File: src/rtl/core/cps_pkg.sv
package cps_pkg;

  localparam int CMD_W   = 2;
  localparam int SPEED_W = 16;
  localparam int ARR_W   = 3;
  localparam int MODE_W  = 2;
  localparam int PULSE_W = 12;
  localparam int LEVEL_W = 4;
  localparam int HOLD_W  = 16;

  localparam logic [CMD_W-1:0] CMD_SPEED   = 2'd0;
  localparam logic [CMD_W-1:0] CMD_TICK    = 2'd1;
  localparam logic [CMD_W-1:0] CMD_NEUTRAL = 2'd2;
  localparam logic [CMD_W-1:0] CMD_ARRANGE = 2'd3;

  localparam logic [MODE_W-1:0] MODE_NONE  = 2'd0;
  localparam logic [MODE_W-1:0] MODE_DRIVE = 2'd1;
  localparam logic [MODE_W-1:0] MODE_PULSE = 2'd2;

  localparam logic [PULSE_W-1:0] PULSE_BRAKE = 12'd4000;
  localparam logic [PULSE_W-1:0] PULSE_COAST = 12'd3500;

  localparam logic [ARR_W-1:0]  ARR_COUNT  = 3'd5;
  localparam logic [HOLD_W-1:0] HOLD_RESET = 16'd100;
  localparam logic [HOLD_W-1:0] TICK_MAX   = 16'hFFFF;

  typedef struct packed {
    logic [CMD_W-1:0]          cmd;
    logic signed [SPEED_W-1:0] speed;
    logic                      enabled;
    logic                      brake;
    logic [ARR_W-1:0]          arrangement;
  } item_t;

  typedef struct packed {
    logic [MODE_W-1:0]         drive_mode;
    logic signed [SPEED_W-1:0] speed_out;
    logic [PULSE_W-1:0]        pulse_us;
    logic                      accepted;
    logic [LEVEL_W-1:0]        queue_level;
  } result_t;

  function automatic logic [PULSE_W-1:0] arr_pulse(input logic [ARR_W-1:0] code);
    logic [PULSE_W-1:0] us;
    case (code)
      3'd0:    us = 12'd3000;
      3'd1:    us = 12'd3100;
      3'd2:    us = 12'd3200;
      3'd3:    us = 12'd3300;
      3'd4:    us = 12'd3700;
      default: us = '0;
    endcase
    return us;
  endfunction

endpackage

File: src/rtl/core/cps_in_if.sv
interface cps_in_if import cps_pkg::*; ();
  logic                      valid;
  logic                      ready;
  logic [CMD_W-1:0]          cmd;
  logic signed [SPEED_W-1:0] speed;
  logic                      enabled;
  logic                      brake;
  logic [ARR_W-1:0]          arrangement;

  modport source (output valid, cmd, speed, enabled, brake, arrangement, input ready);
  modport sink (input valid, cmd, speed, enabled, brake, arrangement, output ready);
endinterface

File: src/rtl/core/cps_out_if.sv
interface cps_out_if import cps_pkg::*; ();
  logic                      valid;
  logic                      ready;
  logic [MODE_W-1:0]         drive_mode;
  logic signed [SPEED_W-1:0] speed_out;
  logic [PULSE_W-1:0]        pulse_us;
  logic                      accepted;
  logic [LEVEL_W-1:0]        queue_level;

  modport source (output valid, drive_mode, speed_out, pulse_us, accepted, queue_level,
                  input ready);
  modport sink (input valid, drive_mode, speed_out, pulse_us, accepted, queue_level,
                output ready);
endinterface

File: src/rtl/core/config_pulse_sequencer_core.sv
// Configuration pulse sequencer core.
// req carries one item per handshake: a speed command, a timer tick, or a
// neutral-mode or arrangement request that queues a configuration pulse.
// rsp returns exactly one result item for every request item, in order.
// cfg_wr_en / cfg_wr_data write hold_ticks; write only while idle.
// An accepted item is registered into the work stage, and its result is
// registered into the result register, which drives rsp.
// Throughput: one item per cycle while rsp is taken, set by the single pass
// from the work stage through the queue and timer logic to the result
// register; the queue store has one write port and one registered read port.
// Reset (rst, synchronous): queue empty, timer stopped at zero, hold_ticks
// back to 100, both stages empty. No clearing pass is needed.
// Stall: while rsp is not taken the result register and the work stage hold,
// and req.ready drops once both are full.
module config_pulse_sequencer_core import cps_pkg::*; #(
  parameter int QUEUE_LIMIT = 11
) (
  input  logic              clk,
  input  logic              rst,
  cps_in_if.sink            req,
  cps_out_if.source         rsp,
  input  logic              cfg_wr_en,
  input  logic [HOLD_W-1:0] cfg_wr_data
);

  logic              stg_valid;
  item_t             stg_item;
  logic              out_valid;
  result_t           out_res;
  result_t           res;
  logic [HOLD_W-1:0] hold_ticks;
  logic              out_free;
  logic              adv;
  logic              take;

  assign out_free  = !out_valid || rsp.ready;
  assign adv       = stg_valid && out_free;
  assign req.ready = !stg_valid || adv;
  assign take      = req.valid && req.ready;

  cps_ctrl #(.QUEUE_LIMIT(QUEUE_LIMIT)) u_ctrl (
    .clk       (clk),
    .rst       (rst),
    .adv       (adv),
    .item      (stg_item),
    .hold_ticks(hold_ticks),
    .res       (res)
  );

  always_ff @(posedge clk) begin
    if (rst) begin
      stg_valid  <= 1'b0;
      out_valid  <= 1'b0;
      hold_ticks <= HOLD_RESET;
    end else begin
      stg_valid <= take || (stg_valid && !adv);
      if (out_free) begin
        out_valid <= adv;
      end
      if (cfg_wr_en) begin
        hold_ticks <= cfg_wr_data;
      end
    end
  end

  always_ff @(posedge clk) begin
    if (take) begin
      stg_item <= '{cmd: req.cmd, speed: req.speed, enabled: req.enabled,
                    brake: req.brake, arrangement: req.arrangement};
    end
    if (adv) begin
      out_res <= res;
    end
  end

  assign rsp.valid       = out_valid;
  assign rsp.drive_mode  = out_res.drive_mode;
  assign rsp.speed_out   = out_res.speed_out;
  assign rsp.pulse_us    = out_res.pulse_us;
  assign rsp.accepted    = out_res.accepted;
  assign rsp.queue_level = out_res.queue_level;

endmodule

File: src/rtl/core/cps_queue.sv
module cps_queue import cps_pkg::*; #(
  parameter int QUEUE_LIMIT = 11,
  parameter int IDX_W = (QUEUE_LIMIT > 1) ? $clog2(QUEUE_LIMIT) : 1
) (
  input  logic               clk,
  input  logic               adv,
  input  logic               we,
  input  logic [IDX_W-1:0]   waddr,
  input  logic [PULSE_W-1:0] wdata,
  input  logic               pop,
  input  logic [IDX_W-1:0]   head,
  input  logic [IDX_W-1:0]   head_next,
  output logic [PULSE_W-1:0] head_val,
  output logic [PULSE_W-1:0] next_fwd
);

  localparam logic [IDX_W-1:0] LAST_IDX = IDX_W'(QUEUE_LIMIT - 1);

  logic [PULSE_W-1:0] mem [QUEUE_LIMIT];
  logic [PULSE_W-1:0] next_val;
  logic [IDX_W-1:0]   head_plus1;
  logic [IDX_W-1:0]   rd_addr;

  assign head_plus1 = (head == LAST_IDX) ? '0 : head + IDX_W'(1);
  assign rd_addr    = (head_next == LAST_IDX) ? '0 : head_next + IDX_W'(1);
  assign next_fwd   = (we && waddr == head_plus1) ? wdata : next_val;

  // keep head_val on the head entry and next_val on the one behind it
  always_ff @(posedge clk) begin
    if (adv) begin
      if (we) begin
        mem[waddr] <= wdata;
      end
      if (we && waddr == rd_addr) begin
        next_val <= wdata;
      end else begin
        next_val <= mem[rd_addr];
      end
      if (we && waddr == head_next) begin
        head_val <= wdata;
      end else if (pop) begin
        head_val <= next_fwd;
      end
    end
  end

endmodule

File: src/rtl/core/cps_ctrl.sv
module cps_ctrl import cps_pkg::*; #(
  parameter int QUEUE_LIMIT = 11
) (
  input  logic              clk,
  input  logic              rst,
  input  logic              adv,
  input  item_t             item,
  input  logic [HOLD_W-1:0] hold_ticks,
  output result_t           res
);

  localparam int IDX_W = (QUEUE_LIMIT > 1) ? $clog2(QUEUE_LIMIT) : 1;
  localparam int CNT_W = $clog2(QUEUE_LIMIT + 1);
  localparam logic [CNT_W-1:0] LIMIT_C  = CNT_W'(QUEUE_LIMIT);
  localparam logic [CNT_W:0]   LIMIT_S  = (CNT_W + 1)'(QUEUE_LIMIT);
  localparam logic [IDX_W-1:0] LAST_IDX = IDX_W'(QUEUE_LIMIT - 1);

  logic [IDX_W-1:0]  head;
  logic [CNT_W-1:0]  count;
  logic              timer_running;
  logic [HOLD_W-1:0] elapsed;

  logic [IDX_W-1:0]   head_next;
  logic [CNT_W-1:0]   count_next;
  logic               timer_running_next;
  logic [HOLD_W-1:0]  elapsed_next;

  logic               is_req;
  logic               code_ok;
  logic               push;
  logic [PULSE_W-1:0] wdata;
  logic [CNT_W:0]     wsum;
  logic [IDX_W-1:0]   waddr;
  logic [CNT_W-1:0]   count1;
  logic               do_speed;
  logic               en;
  logic signed [SPEED_W-1:0] spd;
  logic [IDX_W-1:0]   head_plus1;
  logic               pop;
  logic               go_drive;
  logic               go_pulse;
  logic [PULSE_W-1:0] head_val;
  logic [PULSE_W-1:0] next_fwd;

  cps_queue #(.QUEUE_LIMIT(QUEUE_LIMIT), .IDX_W(IDX_W)) u_queue (
    .clk      (clk),
    .adv      (adv),
    .we       (push),
    .waddr    (waddr),
    .wdata    (wdata),
    .pop      (pop),
    .head     (head),
    .head_next(head_next),
    .head_val (head_val),
    .next_fwd (next_fwd)
  );

  assign is_req  = (item.cmd == CMD_NEUTRAL) || (item.cmd == CMD_ARRANGE);
  assign code_ok = (item.cmd == CMD_NEUTRAL) || (item.arrangement < ARR_COUNT);
  assign push    = is_req && code_ok && (count < LIMIT_C);
  assign wdata   = (item.cmd == CMD_NEUTRAL) ? (item.brake ? PULSE_BRAKE : PULSE_COAST)
                                             : arr_pulse(item.arrangement);
  assign wsum    = (CNT_W + 1)'(head) + (CNT_W + 1)'(count);
  assign waddr   = (wsum >= LIMIT_S) ? IDX_W'(wsum - LIMIT_S) : IDX_W'(wsum);
  assign count1  = count + CNT_W'(push);

  assign do_speed   = (item.cmd == CMD_SPEED) || (push && item.enabled);
  assign en         = (item.cmd == CMD_SPEED) ? item.enabled : 1'b1;
  assign spd        = (item.cmd == CMD_SPEED) ? item.speed : '0;
  assign head_plus1 = (head == LAST_IDX) ? '0 : head + IDX_W'(1);

  always_comb begin
    pop                = 1'b0;
    go_drive           = 1'b0;
    go_pulse           = 1'b0;
    head_next          = head;
    count_next         = count1;
    timer_running_next = timer_running;
    elapsed_next       = elapsed;
    if (do_speed) begin
      if (!timer_running) begin
        if (!en || count1 == '0) begin
          go_drive = 1'b1;
        end else begin
          go_pulse = 1'b1;
        end
      end else if (!en) begin
        go_drive = 1'b1;
      end else if (elapsed > hold_ticks) begin
        if (count1 != '0) begin
          pop        = 1'b1;
          head_next  = head_plus1;
          count_next = count1 - CNT_W'(1);
        end
        if (count_next == '0) begin
          go_drive = 1'b1;
        end else begin
          go_pulse = 1'b1;
        end
      end
    end else if (item.cmd == CMD_TICK && timer_running && elapsed != TICK_MAX) begin
      elapsed_next = elapsed + HOLD_W'(1);
    end
    if (go_drive) begin
      timer_running_next = 1'b0;
    end
    if (go_pulse) begin
      timer_running_next = 1'b1;
      elapsed_next       = '0;
    end
  end

  always_comb begin
    res.drive_mode  = go_pulse ? MODE_PULSE : (go_drive ? MODE_DRIVE : MODE_NONE);
    res.speed_out   = go_drive ? spd : '0;
    if (!go_pulse) begin
      res.pulse_us = '0;
    end else if (pop) begin
      res.pulse_us = next_fwd;
    end else if (count == '0) begin
      res.pulse_us = wdata;
    end else begin
      res.pulse_us = head_val;
    end
    res.accepted    = push;
    res.queue_level = LEVEL_W'(count_next);
  end

  always_ff @(posedge clk) begin
    if (rst) begin
      head          <= '0;
      count         <= '0;
      timer_running <= 1'b0;
      elapsed       <= '0;
    end else if (adv) begin
      head          <= head_next;
      count         <= count_next;
      timer_running <= timer_running_next;
      elapsed       <= elapsed_next;
    end
  end

endmodule

File: src/flat_wrapper.sv
// flat-port wrapper written by rule: the top's interface ports become plain ports
module config_pulse_sequencer_core_flat import cps_pkg::*;
#(
  parameter int QUEUE_LIMIT = 11
)
  (clk, rst, cfg_wr_en, cfg_wr_data, req_valid, req_cmd, req_speed, req_enabled, req_brake, req_arrangement, req_ready, rsp_valid, rsp_drive_mode, rsp_speed_out, rsp_pulse_us, rsp_accepted, rsp_queue_level, rsp_ready);
  cps_in_if req_i ();
  cps_out_if rsp_i ();
  input  logic clk;
  input  logic rst;
  input  logic cfg_wr_en;
  input  logic [HOLD_W-1:0] cfg_wr_data;
  input wire logic [$bits(req_i.valid)-1:0] req_valid;
  input wire logic [$bits(req_i.cmd)-1:0] req_cmd;
  input wire logic [$bits(req_i.speed)-1:0] req_speed;
  input wire logic [$bits(req_i.enabled)-1:0] req_enabled;
  input wire logic [$bits(req_i.brake)-1:0] req_brake;
  input wire logic [$bits(req_i.arrangement)-1:0] req_arrangement;
  output wire logic [$bits(req_i.ready)-1:0] req_ready;
  output wire logic [$bits(rsp_i.valid)-1:0] rsp_valid;
  output wire logic [$bits(rsp_i.drive_mode)-1:0] rsp_drive_mode;
  output wire logic [$bits(rsp_i.speed_out)-1:0] rsp_speed_out;
  output wire logic [$bits(rsp_i.pulse_us)-1:0] rsp_pulse_us;
  output wire logic [$bits(rsp_i.accepted)-1:0] rsp_accepted;
  output wire logic [$bits(rsp_i.queue_level)-1:0] rsp_queue_level;
  input wire logic [$bits(rsp_i.ready)-1:0] rsp_ready;
  assign req_i.valid = req_valid;
  assign req_i.cmd = req_cmd;
  assign req_i.speed = req_speed;
  assign req_i.enabled = req_enabled;
  assign req_i.brake = req_brake;
  assign req_i.arrangement = req_arrangement;
  assign req_ready = req_i.ready;
  assign rsp_valid = rsp_i.valid;
  assign rsp_drive_mode = rsp_i.drive_mode;
  assign rsp_speed_out = rsp_i.speed_out;
  assign rsp_pulse_us = rsp_i.pulse_us;
  assign rsp_accepted = rsp_i.accepted;
  assign rsp_queue_level = rsp_i.queue_level;
  assign rsp_i.ready = rsp_ready;
  config_pulse_sequencer_core #(.QUEUE_LIMIT(QUEUE_LIMIT)) u_core (.clk(clk), .rst(rst), .req(req_i), .rsp(rsp_i), .cfg_wr_en(cfg_wr_en), .cfg_wr_data(cfg_wr_data));
endmodule
File: config.mk
export PLATFORM = sky130hd
export DESIGN_NAME = config_pulse_sequencer_core_flat
export DESIGN_NICKNAME = d
export VERILOG_FILES = /design/src/rtl/core/cps_pkg.sv /design/src/rtl/core/cps_in_if.sv /design/src/rtl/core/cps_out_if.sv /design/src/rtl/core/config_pulse_sequencer_core.sv /design/src/rtl/core/cps_queue.sv /design/src/rtl/core/cps_ctrl.sv /design/src/flat_wrapper.sv
export SDC_FILE = /design/constraint.sdc
export NUM_CORES = 1
export LEC_CHECK = 0
export BUFFER_PORTS_ARGS = -buffer_cell sky130_fd_sc_hd__buf_2
export CORE_MARGIN = 2
export CORE_UTILIZATION = 60
export DETAILED_ROUTE_END_ITERATION = 6
export PLACE_DENSITY = 0.8
export SLEW_MARGIN = 25
export SYNTH_ARGS = -nofsm -noshare
export SYNTH_HDL_FRONTEND = slang
export SYNTH_SLANG_ARGS = --single-unit
File: constraint.sdc
create_clock -name clk -period 8.15 [get_ports clk]
set_input_delay 1.2225 -clock clk [delete_from_list [all_inputs] [get_ports clk]]
set_output_delay 1.2225 -clock clk [all_outputs]
set_load 0.02 [all_outputs]
Yosys cells after proc, flatten, opt, wreduce, memory -nomap -nowiden
Memories as Yosys holds them, arrays and structs flattened. A register that Yosys moved wholly into a read port is not among the register bits.
Cells that the tools add are included.
{"block": "word_totals", "regBits": 113, "ram_bits": 132, "mem_count": 1}
{"name": "u_core.u_ctrl.u_queue.mem", "words": 11, "width": 12, "rd": 1, "rd_clocked_by_memory_dff": 1, "wr": 1, "line": "cps_queue.sv:19", "text": "logic [PULSE_W-1:0] mem [QUEUE_LIMIT];"}
{"block": "classes", "add_sub_neg": 7, "order_cmp": 4, "n_eq_ne": 13, "mux": 52, "reduce_logical": 34}
{"op": "12-bit two-way mux", "n": 6}
{"op": "4-bit two-way mux", "n": 17}
{"op": "12-bit case mux with 5 select lines", "n": 1}
{"op": "16-bit two-way mux", "n": 3}
{"op": "1-bit two-way mux", "n": 24}
{"op": "16-bit by 1-bit adder with 16-bit output (second input constant)", "n": 1}
{"op": "16-bit > comparator", "n": 1}
{"op": "16-bit inequality test (second input constant)", "n": 1}
{"op": "4-bit zero test", "n": 3}
{"op": "1-bit logical AND", "n": 10}
{"op": "10-bit two-way mux", "n": 1}
{"op": "4-bit by 1-bit adder with 4-bit output (second input constant)", "n": 2}
{"op": "4-bit equality test", "n": 2}
{"op": "4-bit equality test (second input constant)", "n": 2}
{"op": "1-bit logical OR", "n": 7}
{"op": "3-bit by 2-bit equality test with 1-bit output (second input constant)", "n": 2}
{"op": "2-bit AND reduction", "n": 3}
{"op": "2-bit nonzero test", "n": 3}
{"op": "4-bit by 4-bit adder with 5-bit output", "n": 1}
{"op": "5-bit by 4-bit >= comparator with 1-bit output (second input constant)", "n": 1}
{"op": "4-bit by 1-bit adder with 4-bit output", "n": 1}
{"op": "2-bit equality test (second input constant)", "n": 2}
{"op": "1-bit zero test", "n": 4}
{"op": "4-bit < comparator (second input constant)", "n": 1}
{"op": "other kinds (11)", "n": 11}

Longest topological paths before layout
Gate-level depths: netlist of the first run.
{"block": "logic_depth", "ltp_word": 19, "depth_mapped": 25, "depth_no_buf": 20}

Hierarchy
From an unflattened synthesis of the first run, not the netlist that was laid out.
{"block": "hier_totals", "hier_cells": 978, "area_unflattened_um2": 12087.8}
{"mod": "cps_queue", "instances": 1, "cells_per_inst": 458, "area_per_inst_um2": 6850.3, "seq_area_each_um2": 4684.5}
{"mod": "cps_ctrl", "instances": 1, "cells_per_inst": 400, "area_per_inst_um2": 2826.5, "seq_area_each_um2": 500.5}
{"mod": "config_pulse_sequencer_core", "instances": 1, "cells_per_inst": 120, "area_per_inst_um2": 2411.1, "seq_area_each_um2": 2102.0}

Worst setup path after synthesis of the first run
No wires, ideal clock.
{"block": "synth_timing", "path_type": "flip-flop to flip-flop", "startpoint": "register u_core.stg_item[1] (netlist name)", "endpoint": "register u_core.u_ctrl.u_queue.next_val[4], read port of u_core.u_ctrl.u_queue.mem (data pin)", "arrival_time_ps": 5586, "required_ps": 7890, "slack_ps": 2304, "stages_incl_launch_ff": 25, "period_less_slack_ps": 5846, "path_cell_list": "edfxtp_1 o21a_2 a221oi_2 ha_1 ha_1 inv_1 ha_1 inv_1 o32a_1 and3_1 buf_2 a31oi_1 nor2_2 clkinv_1 clkbuf_1 ha_1 nand3_1 or4_4 and2_1 buf_4 nand2_1 xor2_1 or4_1 buf_6 mux2_4"}
{"item": "from (decl)", "line": "config_pulse_sequencer_core.sv:27", "text": "item_t stg_item;"}
{"item": "from (signal assigned)", "line": "config_pulse_sequencer_core.sv:68", "text": "stg_item <= '{cmd: req.cmd, speed: req.speed, enabled: req.enabled,"}
{"item": "to (decl)", "line": "cps_queue.sv:20", "text": "logic [PULSE_W-1:0] next_val;"}

==> results.sh, run 1 <==
export IMPL_worst_path_max_delay_cell="sky130_fd_sc_hd__or4_1"
export IMPL_share_clk_of_total_power_pct=40.4
export IMPL_drt_vias_per_instance=6.20
export IMPL_synth_area_top_cells="sky130_fd_sc_hd__edfxtp_1, sky130_fd_sc_hd__dfxtp_1, sky130_fd_sc_hd__ha_1, sky130_fd_sc_hd__mux2i_1, sky130_fd_sc_hd__nor2_1"
export IMPL_ctsHoldBuffers=0
export IMPL_worst_pin_slew_ps=1050
export IMPL_postLayoutCoreUtil_pct=68.2
export IMPL_yosysSeqAreaShare_pct=59.2
export IMPL_worstSetupPathType="register to register"
export IMPL_fp_dieW_um=139
export IMPL_sw_frac_of_total_pct=23.4
export IMPL_core_um2=17900
export IMPL_clock_tree_from_tritoncts="yes"
export IMPL_fmax_ghz=0.140
export IMPL_fin_worst_hold_slack_ps=483
export IMPL_timing_critical_path_to_type="register"
export IMPL_n_fill_cell=1313
export IMPL_critical_path_arrival_ps=7450
export IMPL_drt_first_pass_iters=5
export IMPL_global_route_usage_met1_pct=35.8
export IMPL_grt_setup_unrepaired="false"
export IMPL_stdcell_area_um2=12200
export IMPL_max_cap_viols=0
export IMPL_cts_post_setup_buffers_inserted=0
export IMPL_die_area_um2=19200
export IMPL_synth_edf_count=186
export IMPL_report_final_setup_viol=0
export IMPL_dominantRegCellSynth="sky130_fd_sc_hd__edfxtp_1"
export IMPL_ioPinCount=81
export IMPL_critPathMaxFanout=23
export IMPL_crit_path_cell_trace="o21a_2, a221oi_2, ha_1, ha_1, inv_1, ha_1, inv_1, o32a_1, nand3_1, nor3_1, buf_4, nor2_2, buf_4, clkinv_1, ha_1, inv_1, o21ai_0, a22oi_1, and3_1, xnor2_1, or4_1, mux2_4"
export IMPL_antenna_left=0
export IMPL_layout_drive_gt1_share_pct=16.1
export IMPL_critPathMaxStageDelay_ps=810
export IMPL_power_w=0.00260
export IMPL_antenna_found_initial=0
export IMPL_yosys_area_top_type="sky130_fd_sc_hd__edfxtp_1"
export IMPL_cellLeakagePower_nw=4.49
export IMPL_routed_via_count=7664
export IMPL_syn_inst=924
export IMPL_fin_worst_skew_ps=31.4
export IMPL_fin_setup_tns_ps=0
export IMPL_synth_seq_cells=229
export IMPL_async_reset_ff_share_pct=0
export IMPL_final_min_clock_period_ps=7150
export IMPL_antenna_cells_inserted=0
export IMPL_post_route_drc_count=0
export IMPL_synthDominantCellAreaShare_pct=51.3
export IMPL_areaGrowthSynthToFinish_pct=12.2
export IMPL_first_global_vias=7312
export IMPL_maximum_number_of_pins_on_one_net_before_global_route_repair=48
export IMPL_synth_warnings=0
export IMPL_final_hold_viol_count=0
export IMPL_pwr_density_cell_nw_per_um2=213
export IMPL_sink_count_of_the_clock_tree=229
export IMPL_internal_power_w=0.00199
export IMPL_wl_per_cell_um=20.1
export IMPL_gp_congestion=0.956
export IMPL_cts_htree_levels=1
export IMPL_grt_first_pass_wirelength_um=39300
export IMPL_initial_utilization_pct=60.8
export IMPL_grt_util_all_layers_pct=25.6
export IMPL_clock_transition_at_the_registers_of_the_reported_paths_ps=60
export IMPL_grt_overflow_total=0
export IMPL_grt_busiest_layer="met2"
export IMPL_drt_wl_total_um=24900
export IMPL_std_cell_rows=49
export IMPL_synth_common_cells="sky130_fd_sc_hd__edfxtp_1, sky130_fd_sc_hd__nor2_1, sky130_fd_sc_hd__nand2_1, sky130_fd_sc_hd__inv_1, sky130_fd_sc_hd__dfxtp_1"
export IMPL_yosysMostFrequentCell="sky130_fd_sc_hd__edfxtp_1"
export IMPL_critPathTopFamily="simple AND/OR/NAND/NOR gates"
export IMPL_fp_dieH_um=139
export IMPL_cts_root_to_sink_buffers=3
export IMPL_post_cts_resized=0
export IMPL_global_route_usage_met2_pct=42.2
export IMPL_outcome="completed"
export IMPL_port_buffers=78
export IMPL_irDropWorstVdd_uv=193
export IMPL_critPathRequiredTime_ps=8440
export IMPL_detailed_place_area_um2=11400
export IMPL_yosysUniqueCellTypes=80
export IMPL_setup_worst_path_start_class="register"
export IMPL_most_numerous_cell_on_the_critical_path="sky130_fd_sc_hd__ha_1"
export IMPL_design_final_nets=1062
export IMPL_final_worst_path_period_share_pct=87.8
export IMPL_worstPathBufferInverterCount=6
export IMPL_p_switching_w=0.000609
export IMPL_timing_max_slew_rel_slack_pct=29.6
export IMPL_drt_first_iter_violations=632
export IMPL_cts_root_buf="sky130_fd_sc_hd__clkbuf_16"
export IMPL_final_max_slew_violation_count=0
export IMPL_hp_class="register to register"
export IMPL_clock_latency_ps=540
export IMPL_detailedPlacementHpwl_um=16900
export IMPL_globalRouteMet3Util_pct=4.45
export IMPL_tritoncts_num_buffers=24
export IMPL_syn_avg_cell_area_um2=11.8
export IMPL_combPwrFrac_pct=8.9
export IMPL_reg_power_share_pct=50.7
export IMPL_synth_cell_area_um2=10900
[area by class of cell]
type	count	area [um^2]	share of cell area [%]
tap	229	287	2.35
clock buffer	33	666	5.45
clock inverter	11	103	0.840
multi-input combinational	597	4050	33.1
timing repair buffer	90	484	3.96
inverter	48	180	1.48
sequential	229	6450	52.8
[placed cells by master, fill, tap and decap left out, types with 16 or more instances in the layout]
| cell type | netlist | layout |
|---|---|---|
| sky130_fd_sc_hd__a21oi_1 | 41 | 40 |
| sky130_fd_sc_hd__and2_1 | 22 | 22 |
| sky130_fd_sc_hd__buf_2 | 4 | 78 |
| sky130_fd_sc_hd__clkbuf_16 | 0 | 25 |
| sky130_fd_sc_hd__dfxtp_1 | 43 | 43 |
| sky130_fd_sc_hd__edfxtp_1 | 186 | 186 |
| sky130_fd_sc_hd__ha_1 | 27 | 27 |
| sky130_fd_sc_hd__inv_1 | 47 | 46 |
| sky130_fd_sc_hd__mux2i_1 | 31 | 31 |
| sky130_fd_sc_hd__nand2_1 | 52 | 52 |
| sky130_fd_sc_hd__nand3_1 | 30 | 30 |
| sky130_fd_sc_hd__nor2_1 | 72 | 71 |
| sky130_fd_sc_hd__nor3_1 | 27 | 27 |
| sky130_fd_sc_hd__o211ai_1 | 18 | 18 |
| sky130_fd_sc_hd__o21ai_0 | 40 | 39 |
| sky130_fd_sc_hd__or3_1 | 16 | 16 |
| sky130_fd_sc_hd__xnor2_1 | 18 | 18 |
[worst register-to-register path: stages, from the launching register on]
cell,delay [ps]
sky130_fd_sc_hd__edfxtp_1,480
sky130_fd_sc_hd__o21a_2,300
sky130_fd_sc_hd__a221oi_2,310
sky130_fd_sc_hd__ha_1,260
sky130_fd_sc_hd__ha_1,280
sky130_fd_sc_hd__inv_1,70
sky130_fd_sc_hd__ha_1,260
sky130_fd_sc_hd__inv_1,70
sky130_fd_sc_hd__o32a_1,390
sky130_fd_sc_hd__nand3_1,270
sky130_fd_sc_hd__nor3_1,80
sky130_fd_sc_hd__buf_4,210
sky130_fd_sc_hd__nor2_2,120
sky130_fd_sc_hd__buf_4,270
sky130_fd_sc_hd__clkinv_1,500
sky130_fd_sc_hd__ha_1,450
sky130_fd_sc_hd__inv_1,120
sky130_fd_sc_hd__o21ai_0,90
sky130_fd_sc_hd__a22oi_1,340
sky130_fd_sc_hd__and3_1,720
sky130_fd_sc_hd__xnor2_1,120
sky130_fd_sc_hd__or4_1,810
sky130_fd_sc_hd__mux2_4,400
[stage by stage]
step | setup slack [ps] | instances
global placement | 1460 | 1191
floorplan | 2300 | 925
finish | 998 | 1237
global route | 484 | 1237
CTS | 1100 | 1235
detailed placement | 1150 | 1191
[sequential cells by signal, indices dropped and copies added (netlist names), 10 cells and up]
| signal | flops |
|---|---|
| u_core.u_ctrl.u_queue.head_val | 10 |
| u_core.hold_ticks | 16 |
| u_core.rsp.pulse_us | 10 |
| u_core.stg_item | 23 |
| u_core.u_ctrl.u_queue.mem | 110 |
| u_core.rsp.speed_out | 16 |
| u_core.u_ctrl.u_queue.next_val | 10 |
| u_core.u_ctrl.elapsed | 16 |
[power by group through the flow]
stage,Combinational (W),Clock [W],Sequential [W]
detailed placement,0.000227,0,0.00134
floorplan,0.000145,0,0.00135
finish,0.000231,0.00105,0.00132
global placement,0.000220,0,0.00134
global route,0.000251,0.00111,0.00132
CTS,0.000228,0.00106,0.00132
[cell families (layout without fill, tap and decap cells)]
| family | Yosys count | count (layout) | share of synthesized area (%) |
|---|---|---|---|
| simple gates | 277 | 277 | 12.6 |
| flops | 229 | 229 | 59.2 |
| compound gates | 215 | 215 | 14.0 |
| buf+inv | 99 | 182 | 3.74 |
| mux | 46 | 46 | 4.51 |
| xor+xnor | 29 | 29 | 2.59 |
| fa+ha+maj | 28 | 28 | 3.29 |
| other cells | 1 | 2 | 0.0345 |
[layer usage]
layer | wire length [um] | up-vias
li1 | - | 3618
met1 | 10600 | 3696
met2 | 11900 | 303
met3 | 1750 | 47
met4 | 551 | 0
met5 | 0 | -
[worst paths after layout]
path | cells past startpoint | slack [ps] | to | startpoint
setup / recovery | 22 | 1000 | u_core.u_ctrl.u_queue.next_val[5] | u_core.stg_item[1]
setup reg to reg | 22 | 1000 | u_core.u_ctrl.u_queue.next_val[5] | u_core.stg_item[1]
hold reg to reg | 2 | 480 | u_core.hold_ticks[6] | u_core.hold_ticks[6]
hold / removal | 2 | 480 | u_core.hold_ticks[6] | u_core.hold_ticks[6]
Power figures use the tool's default switching activity.
==> inputs of run 2 (changes only) <==
- CORE_MARGIN: 2 -> 10
==> results.sh, run 2 (synthesized netlist as in run 1, its figures left out) <==
export IMPL_ioPinCount=81
export IMPL_critPathMaxStageDelay_ps=800
export IMPL_worst_pin_slew_ps=1000
export IMPL_design_final_nets=1061
export IMPL_worstSetupPathType="register to register"
export IMPL_ctsHoldBuffers=0
export IMPL_core_um2=17900
export IMPL_final_min_clock_period_ps=7110
export IMPL_critPathRequiredTime_ps=8430
export IMPL_initial_utilization_pct=60.8
export IMPL_port_buffers=78
export IMPL_timing_reg2reg_worst_path_depth=23
export IMPL_combPwrFrac_pct=8.9
export IMPL_grt_overflow_total=0
export IMPL_reg_power_share_pct=50.4
export IMPL_cts_root_buf="sky130_fd_sc_hd__clkbuf_16"
export IMPL_clock_tree_from_tritoncts="yes"
export IMPL_antenna_found_initial=0
export IMPL_cts_root_to_sink_buffers=3
export IMPL_grt_setup_unrepaired="false"
export IMPL_antenna_cells_inserted=0
export IMPL_reg2reg_setup_slack_ps=1040
export IMPL_areaGrowthSynthToFinish_pct=12.1
export IMPL_cts_post_setup_buffers_inserted=0
export IMPL_drt_wl_total_um=25600
export IMPL_sw_frac_of_total_pct=23.4
export IMPL_crit_reg2reg_capture="u_core.u_ctrl.u_queue.next_val[6]"
export IMPL_max_cap_viols=0
export IMPL_power_w=0.00262
export IMPL_sink_count_of_the_clock_tree=229
export IMPL_timing_hold_worst_endpoint="u_core.hold_ticks[7]"
export IMPL_detailedPlacementHpwl_um=17600
export IMPL_clock_latency_ps=530
export IMPL_critical_path_depth=23
export IMPL_antenna_left=0
export IMPL_timing_max_slew_rel_slack_pct=32.7
export IMPL_wl_per_cell_um=20.7
export IMPL_first_global_vias=7474
export IMPL_drt_vias_per_instance=6.27
export IMPL_critical_path_arrival_ps=7390
export IMPL_fin_setup_tns_ps=0
export IMPL_clock_transition_at_the_registers_of_the_reported_paths_ps=60
export IMPL_setup_worst_path_start_class="register"
export IMPL_maximum_number_of_pins_on_one_net_before_global_route_repair=56
export IMPL_layout_common_cells="sky130_fd_sc_hd__edfxtp_1, sky130_fd_sc_hd__buf_2, sky130_fd_sc_hd__nor2_1"
export IMPL_hp_class="register to register"
export IMPL_worstPathBufferInverterCount=7
export IMPL_fp_dieH_um=155
export IMPL_worst_slack_ps=1040
export IMPL_regs_by_ff_count="u_core.u_ctrl.u_queue.mem (110), u_core.stg_item (23)"
export IMPL_final_hold_viol_count=0
export IMPL_die_area_um2=23900
export IMPL_outcome="completed"
export IMPL_share_clk_of_total_power_pct=40.7
export IMPL_largest_register_ff_count=110
export IMPL_min_delay_start="u_core.hold_ticks[7]"
export IMPL_fin_worst_hold_slack_ps=499
export IMPL_critPathMaxFanout=23
export IMPL_largest_register="u_core.u_ctrl.u_queue.mem"
export IMPL_fmax_ghz=0.141
export IMPL_r2r_start="u_core.stg_item[1]"
export IMPL_place_worst_setup_slack_ps=1140
export IMPL_critPathTopFamily="simple AND/OR/NAND/NOR gates"
export IMPL_report_final_setup_viol=0
export IMPL_drt_first_pass_iters=5
export IMPL_final_worst_path_period_share_pct=87.2
export IMPL_post_route_drc_count=0
export IMPL_grt_util_all_layers_pct=20.7
export IMPL_tritoncts_num_buffers=23
export IMPL_std_cell_rows=49
export IMPL_most_numerous_cell_on_the_critical_path="sky130_fd_sc_hd__ha_1"
export IMPL_routed_via_count=7742
export IMPL_fp_dieW_um=155
export IMPL_cellLeakagePower_nw=4.50
export IMPL_min_delay_path_depth=2
export IMPL_pwr_density_cell_nw_per_um2=214
export IMPL_most_common_cell_after_layout_fill_and_taps_aside="sky130_fd_sc_hd__edfxtp_1"
export IMPL_internal_power_w=0.00200
export IMPL_irDropWorstVdd_uv=196
export IMPL_post_cts_resized=0
export IMPL_gp_congestion=0.955
export IMPL_grt_first_pass_wirelength_um=40300
export IMPL_p_switching_w=0.000614
export IMPL_timing_critical_path_to_type="register"
export IMPL_worst_path_max_delay_cell="sky130_fd_sc_hd__or4_1"
export IMPL_crit_path_cell_trace="o21a_2, a221oi_2, buf_4, ha_1, ha_1, inv_1, ha_1, inv_1, o32a_1, nand3_1, nor3_1, buf_4, nor2_2, buf_4, clkinv_1, ha_1, inv_1, o21ai_0, a22oi_1, and3_1, xnor2_1, or4_1, mux2_4"
export IMPL_fin_worst_skew_ps=12.8
export IMPL_drt_first_iter_violations=869
export IMPL_cts_htree_levels=1
export IMPL_layout_drive_gt1_share_pct=16.6
export IMPL_final_max_slew_violation_count=0
==> run 2: cell type report <==
class	count	area [um^2]
timing repair buffer	90	480
fill	1342	5700
sequential	229	6450
multi-input combinational	597	4040
clock inverter	14	140
clock buffer	28	626
tap	229	287
inverter	48	180
==> run 2: power by group through the flow <==
stage	clock network (W)	logic (W)	registers (W)
after floorplan	0	0.000145	0.00135
after global placement	0	0.000222	0.00134
after detailed placement	0	0.000229	0.00134
after CTS	0.00108	0.000230	0.00132
after global routing	0.00112	0.000251	0.00132
final	0.00106	0.000232	0.00132
==> run 2: worst reg2reg max path: cells and delay by family (launching register included) <==
family          cells  cell delay (ps)
simple gates        5             1960
buf+inv             7             1430
compound gates      5             1330
fa+ha+maj           4             1170
flops               1              470
mux                 1              400
xor+xnor            1              110
==> run 2: how the worst max path moves through the flow <==
stage	start	endpoint	slack, ps
global placement	u_core.stg_item[1]	u_core.u_ctrl.u_queue.next_val[5]	1330
finish	u_core.stg_item[1]	u_core.u_ctrl.u_queue.next_val[6]	1040
detailed placement	u_core.stg_item[1]	u_core.u_ctrl.u_queue.next_val[6]	1140
CTS	u_core.stg_item[1]	u_core.u_ctrl.u_queue.next_val[6]	1150
floorplan	u_core.stg_item[1]	u_core.u_ctrl.u_queue.next_val[4]	2300
global route	u_core.stg_item[1]	u_core.u_ctrl.u_queue.next_val[6]	580
==> run 2: metrics by stage <==
step / cell area (um^2) / utilization [%] / instances
6_report: 12200 / 68.2 / 1235
4_1_cts: 12200 / 68.1 / 1235
2_1_floorplan: 10900 / - / 925
5_1_grt: 12200 / 68.2 / 1235
3_5_place_dp: 11400 / 63.9 / 1193
3_3_place_gp: 11400 / 63.9 / 1193
==> run 2: layer usage <==
| layer | GRT usage [%] | part of all wire [%] |
|---|---|---|
| met1 | 27.0 | 42 |
| met2 | 34.2 | 48 |
| met3 | 4.27 | 7.4 |
| met4 | 6.03 | 2.4 |
| met5 | 0 | 0 |
==> inputs of run 3 (changes only) <==
- ABC_AREA: default -> 1
- GPL_TIMING_DRIVEN: default -> 1
- PLACE_DENSITY: 0.8 -> 0.79
==> results.sh, run 3 <==
export IMPL_drt_first_pass_iters=6
export IMPL_first_global_vias=8350
export IMPL_pwr_density_cell_nw_per_um2=230
export IMPL_report_final_setup_viol=0
export IMPL_fp_dieH_um=157
export IMPL_largest_register="u_core.u_ctrl.u_queue.mem"
export IMPL_most_numerous_cell_on_the_critical_path="sky130_fd_sc_hd__nor2_1"
export IMPL_drt_wl_total_um=25600
export IMPL_synth_common_cells="sky130_fd_sc_hd__nand2_1, sky130_fd_sc_hd__edfxtp_1, sky130_fd_sc_hd__inv_1, sky130_fd_sc_hd__nor2_1, sky130_fd_sc_hd__nand3_1"
export IMPL_drt_vias_per_instance=5.56
export IMPL_post_cts_resized=0
export IMPL_critPathMaxStageDelay_ps=850
export IMPL_fp_dieW_um=157
export IMPL_antenna_found_initial=0
export IMPL_design_final_nets=1336
export IMPL_antenna_cells_inserted=0
export IMPL_fin_setup_tns_ps=0
export IMPL_fin_worst_skew_ps=27.3
export IMPL_synth_compound_gate_area_share_pct=6.88
export IMPL_tritoncts_num_buffers=25
export IMPL_outcome="completed"
export IMPL_setup_worst_path_start_class="register"
export IMPL_postLayoutCoreUtil_pct=68.4
export IMPL_drt_first_iter_violations=664
export IMPL_cts_post_setup_buffers_inserted=0
export IMPL_largest_family_of_logic_cells_by_synthesized_area="simple AND/OR/NAND/NOR gates"
export IMPL_std_cell_rows=50
export IMPL_n_fill_cell=1395
export IMPL_core_um2=18600
export IMPL_synth_warnings=0
export IMPL_port_buffers=78
export IMPL_clock_latency_ps=530
export IMPL_worst_pin_slew_ps=1050
export IMPL_dominantRegCellSynth="sky130_fd_sc_hd__edfxtp_1"
export IMPL_synth_cell_area_um2=11300
export IMPL_async_reset_ff_share_pct=0
export IMPL_synth_area_top_cells="sky130_fd_sc_hd__edfxtp_1, sky130_fd_sc_hd__dfxtp_1, sky130_fd_sc_hd__nand2_1, sky130_fd_sc_hd__inv_1, sky130_fd_sc_hd__nor2_1"
export IMPL_irDropWorstVdd_uv=189
export IMPL_maximum_number_of_pins_on_one_net_before_global_route_repair=52
export IMPL_yosysSeqAreaShare_pct=57.3
export IMPL_synth_edf_count=186
export IMPL_yosysMostFrequentCell="sky130_fd_sc_hd__nand2_1"
export IMPL_layout_drive_gt1_share_pct=14.6
export IMPL_post_route_drc_count=0
export IMPL_crit_path_cell_trace="nor2_1, nor2_1, nand2_4, and3_1, ha_1, ha_1, inv_1, ha_1, inv_1, nor2_1, nand2_2, inv_1, nor2_1, nand3_1, nand2_2, inv_2, ha_1, nand3_4, nand2_2, clkinv_1, nor2_1, nor2_1, nor2_1, a21oi_1"
export IMPL_synth_adder_area_share_pct=3.18
export IMPL_grt_first_pass_wirelength_um=41000
export IMPL_final_min_clock_period_ps=6340
export IMPL_critPathRequiredTime_ps=8440
export IMPL_final_worst_path_period_share_pct=77.8
export IMPL_yosys_area_top_type="sky130_fd_sc_hd__edfxtp_1"
export IMPL_initial_utilization_pct=60.6
export IMPL_worstSetupPathType="register to register"
export IMPL_grt_setup_unrepaired="false"
export IMPL_largest_register_ff_count=110
export IMPL_grt_util_all_layers_pct=20.8
export IMPL_antenna_left=0
export IMPL_gp_congestion=0.877
export IMPL_clock_transition_at_the_registers_of_the_reported_paths_ps=70
export IMPL_timing_max_slew_rel_slack_pct=29.8
export IMPL_cts_root_to_sink_buffers=3
export IMPL_detailedPlacementHpwl_um=17000
export IMPL_grt_overflow_total=0
export IMPL_syn_inst=1189
export IMPL_synthXorXnorAreaFrac_pct=1.63
export IMPL_max_cap_viols=0
export IMPL_timing_critical_path_to_type="register"
export IMPL_wl_per_cell_um=16.9
export IMPL_synthDominantCellAreaShare_pct=49.6
export IMPL_sink_count_of_the_clock_tree=229
export IMPL_synth_seq_cells=229
export IMPL_most_common_cell_after_layout_fill_and_taps_aside="sky130_fd_sc_hd__nand2_1"
export IMPL_final_hold_viol_count=0
export IMPL_synthSimpleGateAreaFrac_pct=22.5
export IMPL_hp_class="register to register"
export IMPL_cellLeakagePower_nw=5.51
export IMPL_critPathMaxFanout=51
export IMPL_yosysUniqueCellTypes=51
export IMPL_worstPathBufferInverterCount=5
export IMPL_synth_mux_area_fraction_pct=0.945
export IMPL_cts_root_buf="sky130_fd_sc_hd__clkbuf_16"
export IMPL_syn_avg_cell_area_um2=9.46
export IMPL_routed_via_count=8438
export IMPL_critPathTopFamily="simple AND/OR/NAND/NOR gates"
export IMPL_ioPinCount=81
export IMPL_cts_htree_levels=1
export IMPL_fmax_ghz=0.158
export IMPL_critical_path_arrival_ps=6630
export IMPL_worst_path_max_delay_cell="sky130_fd_sc_hd__nand2_2"
export IMPL_areaGrowthSynthToFinish_pct=12.9
export IMPL_clock_tree_from_tritoncts="yes"
export IMPL_layout_common_cells="sky130_fd_sc_hd__nand2_1, sky130_fd_sc_hd__edfxtp_1, sky130_fd_sc_hd__inv_1"
export IMPL_die_area_um2=24600
export IMPL_final_max_slew_violation_count=0
export IMPL_ctsHoldBuffers=0
export IMPL_regs_by_ff_count="u_core.u_ctrl.u_queue.mem (110), u_core.stg_item (23)"
[run 3: changes by cell type after synthesis, sizes merged, moves of 16 or more]
| cell | change |
|---|---|
| and2 | -22 |
| mux2i | -26 |
| o211ai | -16 |
| nand3b | +18 |
| inv | +124 |
| nand3 | +85 |
| clkbuf | -24 |
| or3 | -16 |
| a21oi | +20 |
| o21ai | +21 |
| nor2 | +91 |
| nand2 | +166 |
[run 3: where the power goes]
part | switching (W) | internal, W | total [W]
sequential | 0.0000181 | 0.00132 | 0.00133
clock | 0.000456 | 0.000756 | 0.00121
combinational | 0.000268 | 0.000115 | 0.000383
total | 0.000742 | 0.00219 | 0.00293
[run 3: worst paths after layout]
check,start,endpoint,slack (ps),cells after the start
setup / recovery,u_core.stg_item[1],u_core.u_ctrl.u_queue.next_val[9],1810,24
hold / removal,u_core.hold_ticks[12],u_core.hold_ticks[12],470,2
setup reg to reg,u_core.stg_item[1],u_core.u_ctrl.u_queue.next_val[9],1810,24
hold reg to reg,u_core.hold_ticks[12],u_core.hold_ticks[12],470,2
[run 3: logic make-up (layout without fill, tap and decap cells)]
| group | Yosys count | count (layout) |
|---|---|---|
| AO/OA/AOI/OAI | 144 | 144 |
| buffers and inverters | 211 | 304 |
| XOR/XNOR | 18 | 18 |
| AND/OR/NAND/NOR | 548 | 548 |
| adder cells (fa/ha/maj) | 28 | 28 |
| multiplexers | 10 | 10 |
| other | 1 | 2 |
| flip-flops | 229 | 229 |
[run 3: worst reg2reg max path: stages (launching register included)]
cell	delay, ps
sky130_fd_sc_hd__edfxtp_1	440
sky130_fd_sc_hd__nor2_1	230
sky130_fd_sc_hd__nor2_1	120
sky130_fd_sc_hd__nand2_4	160
sky130_fd_sc_hd__and3_1	280
sky130_fd_sc_hd__ha_1	210
sky130_fd_sc_hd__ha_1	230
sky130_fd_sc_hd__inv_1	100
sky130_fd_sc_hd__ha_1	150
sky130_fd_sc_hd__inv_1	50
sky130_fd_sc_hd__nor2_1	180
sky130_fd_sc_hd__nand2_2	180
sky130_fd_sc_hd__inv_1	160
sky130_fd_sc_hd__nor2_1	100
sky130_fd_sc_hd__nand3_1	90
sky130_fd_sc_hd__nand2_2	140
sky130_fd_sc_hd__inv_2	610
sky130_fd_sc_hd__ha_1	360
sky130_fd_sc_hd__nand3_4	350
sky130_fd_sc_hd__nand2_2	850
sky130_fd_sc_hd__clkinv_1	610
sky130_fd_sc_hd__nor2_1	270
sky130_fd_sc_hd__nor2_1	70
sky130_fd_sc_hd__nor2_1	110
sky130_fd_sc_hd__a21oi_1	70
[run 3: layout make-up]
class / instances / area, um^2 / share of cell area [%]
inverter: 173 / 652 / 5.13
sequential: 229 / 6450 / 50.7
tap: 234 / 293 / 2.30
clock buffer: 30 / 684 / 5.39
clock inverter: 16 / 208 / 1.63
timing repair buffer: 85 / 443 / 3.49
multi-input combinational: 750 / 3980 / 31.3
[run 3: metrics by stage]
step / instance area [um^2] / worst slack [ps] / instances / hold slack, ps / power [W]
floorplan: 11300 / 4080 / 1190 / 437 / 0.00163
global placement: 11800 / 2320 / 1471 / 453 / 0.00172
detailed placement: 11800 / 1950 / 1471 / 462 / 0.00173
CTS: 12700 / 1920 / 1517 / 471 / 0.00294
global route: 12700 / 1280 / 1517 / 489 / 0.00303
finish: 12700 / 1810 / 1517 / 468 / 0.00293
[run 3: metal layers]
metal	routed length, um	GRT usage (%)	up-vias
met1	10400	25.5	3903
met5	0	0	-
met2	12300	35.3	356
li1	-	-	4109
met3	1960	3.90	70
met4	961	8.99	0
